[src/hdl/segment_intersection_2d_assert.svh]
// Assertion macros for the segment intersection RTL, included by the queue.
`ifndef SEGMENT_INTERSECTION_2D_ASSERT_SVH
`define SEGMENT_INTERSECTION_2D_ASSERT_SVH

// same-cycle implication, clocked on clk_i, off during reset
`define SEGX_ASSERT_IMP(lbl, ante, cons) \
  lbl: assert property (@(posedge clk_i) disable iff (!rst_ni) (ante) |-> (cons)) \
    else $error("segx assertion failed");

// next-cycle implication
`define SEGX_ASSERT_NXT(lbl, ante, cons) \
  lbl: assert property (@(posedge clk_i) disable iff (!rst_ni) (ante) |=> (cons)) \
    else $error("segx assertion failed");

`endif

[src/hdl/segx_fifo.sv]
// Short word queue between the front and back parts.
module segx_fifo #(
  parameter int WIDTH = 8,
  parameter int DEPTH = 8,
  localparam int AW = $clog2(DEPTH),
  localparam int CW = $clog2(DEPTH + 1)
) (
  input  logic             clk_i,
  input  logic             rst_ni,
  input  logic             push_i,
  input  logic [WIDTH-1:0] data_i,
  input  logic             pop_i,
  output logic [WIDTH-1:0] data_o,
  output logic             empty_o,
  output logic [CW-1:0]    count_o
);
  `include "segment_intersection_2d_assert.svh"

  logic [WIDTH-1:0] mem_q [DEPTH];
  logic [AW-1:0]    wr_q, rd_q;
  logic [CW-1:0]    count_q;

  always_ff @(posedge clk_i or negedge rst_ni) begin
    if (!rst_ni) begin
      wr_q    <= '0;
      rd_q    <= '0;
      count_q <= '0;
    end else begin
      if (push_i) wr_q <= wr_q + 1'b1;
      if (pop_i) rd_q <= rd_q + 1'b1;
      if (push_i && !pop_i) count_q <= count_q + 1'b1;
      else if (pop_i && !push_i) count_q <= count_q - 1'b1;
    end
  end

  always_ff @(posedge clk_i) begin
    if (push_i) mem_q[wr_q] <= data_i;
  end

  assign data_o  = mem_q[rd_q];
  assign empty_o = (count_q == '0);
  assign count_o = count_q;

  `SEGX_ASSERT_IMP(a_no_push_full, count_q == CW'(DEPTH), !push_i)
  `SEGX_ASSERT_IMP(a_no_pop_empty, count_q == '0, !pop_i)
  `SEGX_ASSERT_NXT(a_count_up, push_i && !pop_i, count_q == $past(count_q) + 1'b1)
  `SEGX_ASSERT_NXT(a_count_down, pop_i && !push_i, count_q == $past(count_q) - 1'b1)
endmodule

[config.mk]
export PLATFORM = sky130hd
export DESIGN_NAME = segx_fifo
export DESIGN_NICKNAME = d
export VERILOG_FILES = /design/src/hdl/segx_fifo.sv
export VERILOG_INCLUDE_DIRS = /design/src /design/src/hdl
export SDC_FILE = /design/constraint.sdc
export NUM_CORES = 1
export LEC_CHECK = 0
export ABC_AREA = 0
export BUFFER_PORTS_ARGS = -buffer_cell sky130_fd_sc_hd__buf_4
export CAP_MARGIN = 15
export CORE_ASPECT_RATIO = 2
export CORE_UTILIZATION = 45
export DETAILED_ROUTE_END_ITERATION = 10
export GPL_TIMING_DRIVEN = 0
export HOLD_SLACK_MARGIN = 0.02
export MAX_ROUTING_LAYER = met4
export PLACE_DENSITY = 0.74
export SETUP_SLACK_MARGIN = 0.3
export SKIP_LAST_GASP = 1
export SYNTH_ARGS = -nofsm -noshare
export SYNTH_HDL_FRONTEND = slang
export SYNTH_SLANG_ARGS = --single-unit
[constraint.sdc]
create_clock -name clk_i -period 1.8 [get_ports clk_i]
set_input_delay 0.18 -clock clk_i [delete_from_list [all_inputs] [get_ports clk_i]]
set_output_delay 0.18 -clock clk_i [all_outputs]
set_load 0.02 [all_outputs]
**Word-level counts from Yosys, hierarchy flattened**

Memory sizes are Yosys's and may differ from the RTL's.
Index checks and enable logic that the tools add are counted.

- Bits in registers: 10
- RAM bits: 64
- Memories: 1

- $add $sub $neg: 4
- Muxes and demuxes: 4
- Reduce and logical (&&, ||, !) cells: 6

Memories:

| name | depth | width | read ports | clocked after Yosys merged registers in | write ports | line | source |
|---|---|---|---|---|---|---|---|
| mem_q | 8 | 8 | 1 | 0 | 1 | segx_fifo.sv:19 | `logic [WIDTH-1:0] mem_q [DEPTH];` |

Operators with widths:

| kind | number |
|---|---|
| 4-bit two-way mux | 2 |
| 3-bit by 1-bit adder with 3-bit output (second input constant) | 2 |
| 4-bit by 1-bit adder with 4-bit output (second input constant) | 1 |
| 4-bit zero test | 1 |
| 4-bit by 1-bit subtractor with 4-bit output (second input constant) | 1 |
| 1-bit logical AND | 2 |
| 1-bit zero test | 2 |
| 1-bit two-way mux | 2 |
| 2-bit nonzero test | 1 |

**Longest topological paths before layout**

Gate-level depths: netlist (run 1).

- Depth after elaboration: 4
- Depth in mapped cells: 7
- Gate-level depth less buffers: 7

**Least setup slack after synthesis (run 1)**

OpenSTA, ideal clock, no wires.

- Path kind: reg2out
- From: register rd_q[0]
- To: output data_o[0]
- Data arrival time: 1.464 ns
- Data required time: 1.620 ns
- Path slack: 0.156 ns
- Cell stages (with the launch flop): 5
- Cells stage by stage: dfrtp_1 -> buf_6 -> buf_12 -> mux4_1 -> mux2_2

- Cells in the longest elaborated chain, start to end: 1

Ends and longest elaborated chain:

| element | line | source |
|---|---|---|
| start: declaration | segx_fifo.sv:20 | `logic [AW-1:0] wr_q, rd_q;` |
| start signal: assignment | segx_fifo.sv:30 | `if (pop_i) rd_q <= rd_q + 1'b1;` |
| memory read 8 x 8 bit | -- |  |
| end: declaration | segx_fifo.sv:13 | `output logic [WIDTH-1:0] data_o,` |

No other way between the ends.

**Final worst setup path (run 1)**

- From: register rd_q[0]
- To: output data_o[6]

The elaborated chain is that of the path after synthesis.

==> results of run 1 <==
-- how the worst max path moves through the flow --
stage / start / slack, ns / end
2_1_floorplan: rd_q[0] / 0.20 / data_o[6]
3_3_place_gp: rd_q[1] / -0.29 / data_o[3]
3_5_place_dp: rd_q[1] / -0.34 / data_o[6]
4_1_cts: rd_q[0] / -0.34 / data_o[6]
5_1_grt: rd_q[0] / -0.38 / data_o[4]
6_report: rd_q[0] / -0.34 / data_o[6]
-- synthesized netlist by cell type (all sizes together) (2+ instances only) --
| library cell | count |
|---|---|
| edfxtp | 64 |
| mux4 | 16 |
| mux2 | 11 |
| dfrtp | 10 |
| nand2 | 6 |
| nor2 | 6 |
| ha | 5 |
| xnor2 | 4 |
| buf | 3 |
| clkbuf | 3 |
| nand2b | 3 |
| nor3 | 3 |
| a21oi | 2 |
| inv | 2 |
| nand3 | 2 |
| o211ai | 2 |
| xor2 | 2 |
-- state kept, by name (all words and copies together) (netlist names) --
name / flops
wr_q: 3
count_o: 4
mem_q: 64
rd_q: 3
-- power by group --
part	switching, mW	total (mW)	internal, mW	leakage, nW
registers	0.218	2.43	2.21	0.698
logic	1.27	2.79	1.52	0.550
clock network	0.626	1.82	1.20	0.156
-- per-stage QoR --
step	hold slack, ns	TNS [ns]	cell area [um2]
2_1_floorplan	-0.116	0	3090
3_3_place_gp	0.0126	-3.85	3380
3_5_place_dp	0.0174	-2.61	3390
4_1_cts	0.0711	-2.64	3810
5_1_grt	0.0844	-2.91	3920
6_report	0.0774	-2.54	3920
-- worst max-delay path, stage by stage, from the launching register on --
cell	delay [ns]
dfrtp_1	0.38
buf_6	0.18
clkbuf_16	0.17
mux4_2	0.49
mux2_4	0.27
buf_6	0.13
-- layout make-up --
cell class / instances / area [um2] / area share [%]
well taps: 88 / 110 / 2.81
repair buffers: 37 / 353 / 9.00
clock buffers: 9 / 225 / 5.75
plain buffers: 6 / 53.8 / 1.37
inverters: 2 / 7.51 / 0.192
multi-input cells: 70 / 913 / 23.3
flip-flops and latches: 74 / 2170 / 55.4
clock inverters: 7 / 83.8 / 2.14
-- metal layers --
metal  vias to the layer above  share of wire [%]  track usage (%)
met1                       814                 35             19.5
met4                         0                3.3             10.8
li1                        706                  -                -
met5                         -                  0                -
met3                        15                3.8             4.67
met2                        44                 58             31.2
-- kinds of logic after synthesis --
| kind of cell | count (synthesis) | synth area share, % |
|---|---|---|
| buffers and inverters | 8 | 1.79 |
| flip-flops | 74 | 70.7 |
| multiplexers | 28 | 18.0 |
| AO/OA/AOI/OAI | 6 | 1.34 |
| AND/OR/NAND/NOR | 24 | 3.79 |
| XOR/XNOR | 6 | 1.71 |
| adder cells (fa/ha/maj) | 6 | 2.69 |
-- what timing repair did --
item	CTS	global route
hold buffers	1	0
cloned	0	1
endpoints found under the hold margin	10	0
endpoints found under the setup margin	70	54
resized for setup	19	14
buffers inserted	6	4
pin swaps	1	3
==> impl_metrics.tcl, run 1 <==
set metrics [dict create \
    rsz0062_at_grt "true" \
    grt_pass1_wl_mm 8.96 \
    netlist_area_mm2 0.00307 \
    cap_violations 0 \
    fill_cells 492 \
    dieArea_mm2 0.00719 \
    pwr_density_cell_mw_per_mm2 1800 \
    setup_ws_ns -0.336 \
    avgViaCountPerCell 5.39 \
    syn_avg_cell_area_um2 20.2 \
    grt_usage_pct 18.9 \
    power.total_mw 7.04 \
    hpwl_mm 3.77 \
    required_ns 1.62 \
    crit_path_end_kind "output port" \
    overflow 0 \
    cts_tree "yes" \
    clockBufferDepth 2 \
    fin_nets 218 \
    crit_fanout 7 \
    ys_ff_latch 74 \
    grt_pass1_vias 1738 \
    synth_top_area_share_pct 62.5 \
    clkLatencyLatePin_ns 0.33 \
    final_cell_mix "64 x edfxtp_1, 26 x buf_4, 14 x mux4_2" \
    drive_gt1_share_pct 45.9 \
    drc_errors 0 \
    rrSetupSlack_ns 0.31 \
    cts_max_level 3 \
    synth-edff-count 64 \
    ys.warnings.count 0 \
    drt_iter0_drc 68 \
    utilization_pct 59.2 \
    hold_end "rd_q[0]" \
    slew_headroom_pct 43.2 \
    place.gp.congestion 0.751 \
    hold_depth 2 \
    finalSetupViolCount 8 \
    cts_made_buffers 9 \
    r2r_cells 4 \
    core_area_mm2 0.00662 \
    design.portCount 25 \
    period_needed_ns 2.14 \
    die_y_um 119 \
    status "finished with violations" \
    firstDrtPassIters 4 \
    hold_violations 0 \
    cts-root-buf "clkbuf_16" \
    start_kind "register" \
    worstReg2RegStart "count_o[2]" \
    placed_cells 265 \
    fmax_ghz 0.468 \
    vias 1579 \
    port-buffer-count 24 \
    wl_mm 5.73 \
    path_clk_slew_ns 0.05 \
    ys_top_cells_by_area "edfxtp_1 63%, mux4_1 14%, dfrtp_1 8.1%" \
    syn-num-nets 170 \
    syn_to_final_growth_pct 27.5 \
    tightest_slew_ns 0.852 \
    cp_data_arrival_time_ns 1.96 \
    dp_slack_ns -0.341 \
    hp-start "pop_i" \
    grt_max_degree 13 \
    ir_drop_mv 1.06 \
    initial_core_util_pct 46.4 \
    power_leakage_nw 1.40 \
    finClkSkew_ns 0.00650 \
    synth_top_area_cell "edfxtp_1" \
    min_period_over_period_pct 119 \
    cts.sinks 74 \
    final_antenna_net_count 0 \
    hold_class "primary input to register" \
    syn_inst 152 \
    yosysSeqAreaShare_pct 70.7 \
    r2r-end "count_o[3]" \
    rows 42 \
    wl_per_cell_um 19.5 \
    final_common_cell "edfxtp_1" \
    violations "setup timing" \
    dieWidth_um 60.4 \
    ys.flop_type "edfxtp_1" \
    path_class "register to output port" \
    ys_types 27 \
    stdcell_count 293 \
    antennaDiodeCount 0 \
    drv_slew 0 \
    antenna_found_initial 0 \
    async_flop_share_pct 13.5 \
]
Power figures use the tool's default switching activity.
==> inputs of run 2 (changes only) <==
--- a/config.mk
+++ b/config.mk
@@ -14,9 +14,9 @@
 export DETAILED_ROUTE_END_ITERATION = 10
 export GPL_TIMING_DRIVEN = 0
 export HOLD_SLACK_MARGIN = 0.02
-export MAX_ROUTING_LAYER = met4
 export PLACE_DENSITY = 0.74
 export SETUP_SLACK_MARGIN = 0.3
+export SKIP_CTS_REPAIR_TIMING = 1
 export SKIP_LAST_GASP = 1
 export SYNTH_ARGS = -nofsm -noshare
 export SYNTH_HDL_FRONTEND = slang
==> run 2 against run 1 <==
Effect of this change: the run still ends with setup timing left; non-clock buffer count is 2 lower; via count is 0.13% higher; global-route usage is 1.2 points lower; register-to-register slack better by 0.02 ns; core utilization is 0.34 points lower; clock power hardly changed; combinational power hardly changed; cell area is 0.57% lower; largest cell class unchanged; largest power group unchanged.
==> impl_metrics.tcl, run 2 (synthesized netlist as in run 1, its figures left out) <==
set metrics [dict create \
    status "finished with violations" \
    violations "setup timing" \
    power_frac_comb_pct 39.8 \
    firstDrtPassIters 5 \
    critical-path-max-stage-delay_ns 0.49 \
    multi_input_area_um2 906 \
    period_needed_ns 2.14 \
    design.portCount 25 \
    final_cell_mix "64 x edfxtp_1, 24 x buf_4, 15 x mux4_2" \
    final_common_cell "edfxtp_1" \
    drv_slew 0 \
    final_antenna_net_count 0 \
    ir_drop_mv 1.02 \
    cp_cell_sequence "buf_6, clkbuf_16, mux4_2, mux2_4, buf_6" \
    antenna_found_initial 0 \
    drt_iter0_drc 67 \
    dieWidth_um 60.4 \
    cts_tree "yes" \
    cts.sinks 74 \
    required_ns 1.62 \
    grt_pass1_vias 1701 \
    power_leakage_nw 1.39 \
    hold_violations 0 \
    drc_errors 0 \
    cts-root-buf "clkbuf_16" \
    hpwl_mm 3.77 \
    p_int_mw 4.94 \
    start_kind "register" \
    utilization_pct 58.9 \
    drive_gt1_share_pct 45.3 \
    crit_fanout 6 \
    p_switching_mw 2.13 \
    power.total_mw 7.06 \
    avgViaCountPerCell 5.43 \
    power.share.clock_pct 25.7 \
    antennaDiodeCount 0 \
    stdcell_area_mm2 0.00390 \
    sw_frac_of_total_pct 30.1 \
    syn_to_final_growth_pct 26.8 \
    min_period_over_period_pct 119 \
    fin_nets 216 \
    holdWs_ns 0.0793 \
    initial_core_util_pct 46.4 \
    grt_usage_pct 17.7 \
    fmax_ghz 0.468 \
    fin_setup_tns_ns -2.55 \
    dpl-instance-area_mm2 0.00339 \
    vias 1581 \
    largest-register "mem_q" \
    finalSetupViolCount 8 \
    overflow 0 \
    die_y_um 119 \
    slowest_stage "mux4_2" \
    place.gp.congestion 0.741 \
    crit_path_end_kind "output port" \
    cts_max_level 3 \
    ff_latch_area_mm2 0.00217 \
    hold_class "primary input to register" \
    finClkSkew_ns 0.00738 \
    setup_ws_ns -0.337 \
    cp_data_arrival_time_ns 1.96 \
    clkLatencyLatePin_ns 0.33 \
    seq_power_share_pct 34.5 \
    cpMostUsedCell "buf_6" \
    wl_per_cell_um 19.8 \
    path_clk_slew_ns 0.05 \
    grt_max_degree 13 \
    grt_pass1_wl_mm 8.65 \
    cts_made_buffers 9 \
    fill_cells 492 \
    largest_reg_flops 64 \
    tightest_slew_ns 0.843 \
    clockBufferDepth 2 \
    path_class "register to output port" \
    dieArea_mm2 0.00719 \
    core_area_mm2 0.00662 \
    rsz0062_at_grt "true" \
    port-buffer-count 24 \
    cap_violations 0 \
    pwr_density_cell_mw_per_mm2 1810 \
    slew_headroom_pct 43.8 \
    rows 42 \
    wl_mm 5.75 \
]
## run 2: cell types whose count changed in the layout (fill, tap and decap cells not counted), sizes merged
cell	delta
buf	-2
## run 2: through the flow
step                std cells  setup slack (ns)
floorplan                 152             0.200
detailed placement        265            -0.341
finish                    291            -0.337
global placement          264            -0.288
CTS                       281            -0.692
global route              291            -0.378
## run 2: power groups by stage
stage | registers, mW | clock network (mW) | logic, mW
floorplan | 2.44 | 0 | 1.58
global placement | 2.40 | 0 | 2.23
detailed placement | 2.44 | 0 | 2.33
CTS | 2.41 | 1.84 | 2.33
global route | 2.46 | 1.91 | 2.99
finish | 2.43 | 1.82 | 2.81
## run 2: final cells by class
type                            instances  share of cell area, %
Clock inverter                          7                   2.15
Sequential cell                        74                   55.8
Timing Repair Buffer                   35                   8.67
Tap cell                               88                   2.83
Multi-Input combinational cell         70                   23.2
Inverter                                2                  0.193
Buffer                                  6                   1.38
Clock buffer                            9                   5.78
## run 2: worst max-delay path, delay by kind of cell (launching register included)
family / cells / cell delay (ns)
muxes: 2 / 0.76
buffers and inverters: 3 / 0.48
DFF: 1 / 0.38
## run 2: final timing paths
check / start / to / slack [ns] / depth (start not counted)
max reg2reg: count_o[2] / count_o[3] / 0.33 / 4
min in group asynchronous: rst_ni / wr_q[1] / 0.22 / 2
max in group asynchronous: rst_ni / count_o[2] / 1.42 / 2
min: data_i[0] / mem_q[2][0] / 0.08 / 1
min reg2reg: wr_q[1] / wr_q[1] / 0.57 / 1
max: rd_q[0] / data_o[6] / -0.34 / 5
## run 2: layer usage
metal | wire length [um] | track usage [%] | vias up
met2 | 3380 | 29.3 | 49
met4 | 174 | 11.4 | 0
li1 | - | - | 698
met5 | 0 | 0 | -
met3 | 290 | 4.89 | 14
met1 | 1910 | 18.8 | 820
==> inputs of run 3 (changes only) <==
--- a/config.mk
+++ b/config.mk
@@ -10,11 +10,11 @@
 export BUFFER_PORTS_ARGS = -buffer_cell sky130_fd_sc_hd__buf_4
 export CAP_MARGIN = 15
 export CORE_ASPECT_RATIO = 2
-export CORE_UTILIZATION = 45
+export CORE_UTILIZATION = 59
 export DETAILED_ROUTE_END_ITERATION = 10
 export GPL_TIMING_DRIVEN = 0
 export HOLD_SLACK_MARGIN = 0.02
-export PLACE_DENSITY = 0.74
+export PLACE_DENSITY = 0.9
 export SETUP_SLACK_MARGIN = 0.3
 export SKIP_CTS_REPAIR_TIMING = 1
 export SKIP_LAST_GASP = 1
==> run 3 against run 2 <==
Effect of this change: the run still ends with setup timing left; largest cell class unchanged; sequential share of layout area is 2.4 points higher; sequential power about the same; setup slack got worse by 0.014 ns; via count rose by 0.63%; final cell count down 11%; highest routed layer unchanged; combinational power barely moved; routed wire length up 0.68%; die area is 23% lower; power decreased by 9.5%; flip-flop and latch count stayed put; count of clock-buffer cells in the layout stayed put.
==> impl_metrics.tcl, run 3 (synthesized netlist as in run 1, its figures left out) <==
set metrics [dict create \
    ir_drop_mv 1.10 \
    hold_class "primary input to register" \
    path_clk_slew_ns 0.07 \
    cp_cell_sequence "buf_6, buf_12, mux4_2, mux2_4, buf_6" \
    pwr_density_cell_mw_per_mm2 1710 \
    clkLatencyLatePin_ns 0.35 \
    crit_buf_inv 3 \
    finalSetupViolCount 8 \
    core_area_mm2 0.00495 \
    worstReg2RegStart "wr_q[1]" \
    grt_usage_pct 22.8 \
    antenna_found_initial 0 \
    setup_ws_ns -0.351 \
    stdcell_count 259 \
    antennaDiodeCount 0 \
    dpl-instance-area_mm2 0.00335 \
    drv_slew 0 \
    cts_made_buffers 9 \
    critical-path-max-stage-delay_ns 0.50 \
    fin_nets 215 \
    violations "setup timing" \
    rsz0062_at_grt "true" \
    dieArea_mm2 0.00552 \
    final_antenna_net_count 0 \
    crit_path_end_kind "output port" \
    clockBufferDepth 2 \
    tightest_slew_ns 0.822 \
    slowest_stage "mux4_2" \
    grt_max_degree 15 \
    slew_headroom_pct 45.2 \
    required_ns 1.62 \
    critPathTopFamily "multiplexers" \
    cts_tree "yes" \
    firstDrtPassIters 4 \
    largest_reg_flops 64 \
    vias 1591 \
    start_kind "register" \
    crit_fanout 7 \
    cts-root-buf "clkbuf_8" \
    place.gp.congestion 0.769 \
    utilization_pct 75.5 \
    cts_max_level 3 \
    hold_end "rd_q[0]" \
    cp_data_arrival_time_ns 1.97 \
    status "finished with violations" \
    dieWidth_um 53.0 \
    drc_errors 0 \
    hold_depth 2 \
    grt_pass1_vias 1594 \
    die_y_um 104 \
    grt_pass1_wl_mm 8.27 \
    min_period_over_period_pct 119 \
    avgViaCountPerCell 6.14 \
    drive_gt1_share_pct 45.5 \
    dp_slack_ns -0.317 \
    finClkSkew_ns 0.0138 \
    r2r-end "mem_q[0][2]" \
    drt_iter0_drc 82 \
    path_class "register to output port" \
    fin_setup_tns_ns -2.66 \
    wl_per_cell_um 22.4 \
    power_leakage_nw 1.32 \
    cts.sinks 74 \
    rrSetupSlack_ns 0.31 \
    holdWs_ns 0.0427 \
    syn_to_final_growth_pct 21.7 \
    hpwl_mm 3.85 \
    r2r_cells 3 \
    final_common_cell "edfxtp_1" \
    largest-register "mem_q" \
    cpMostUsedCell "buf_6" \
    hold_violations 0 \
    period_needed_ns 2.15 \
    hp-start "pop_i" \
    placed_cells 234 \
    rows 36 \
    stdcell_area_mm2 0.00374 \
    fmax_ghz 0.465 \
    port-buffer-count 24 \
    cap_violations 0 \
    power.total_mw 6.39 \
    design.portCount 25 \
    overflow 0 \
    final_cell_mix "64 x edfxtp_1, 21 x buf_4, 13 x mux4_2" \
    initial_core_util_pct 62.0 \
    wl_mm 5.79 \
]
## run 3: cell type report
class / count / area, um2
fillers: 275 / 1210
multi-input cells: 70 / 917
clock inverters: 7 / 53.8
plain buffers: 6 / 53.8
clock buffers: 9 / 124
repair buffers: 34 / 338
flip-flops and latches: 74 / 2180
well taps: 57 / 71.3
inverters: 2 / 7.51
## run 3: power by group
part | internal [mW] | total (mW) | switching, mW
clock | 0.505 | 1.13 | 0.621
combinational | 1.53 | 2.83 | 1.30
sequential | 2.21 | 2.44 | 0.225
total | 4.24 | 6.39 | 2.15
## run 3: worst max path at each step
stage                        from  depth (start not counted)  slack [ns]        end
final                     rd_q[0]                          5       -0.35  data_o[2]
after detailed placement  rd_q[1]                          5       -0.32  data_o[2]
after global placement    rd_q[1]                          5       -0.21  data_o[2]
after floorplan           rd_q[0]                          4        0.20  data_o[6]
after CTS                 rd_q[1]                          5       -0.69  data_o[2]
after global routing      rd_q[0]                          5       -0.41  data_o[6]
## run 3: routing by layer
metal	share of wire [%]	track usage, %	up-vias
met1	37	25.9	813
met4	3.2	12.4	0
li1	-	-	709
met3	4.1	4.53	12
met2	56	38.3	57
met5	0	0	-
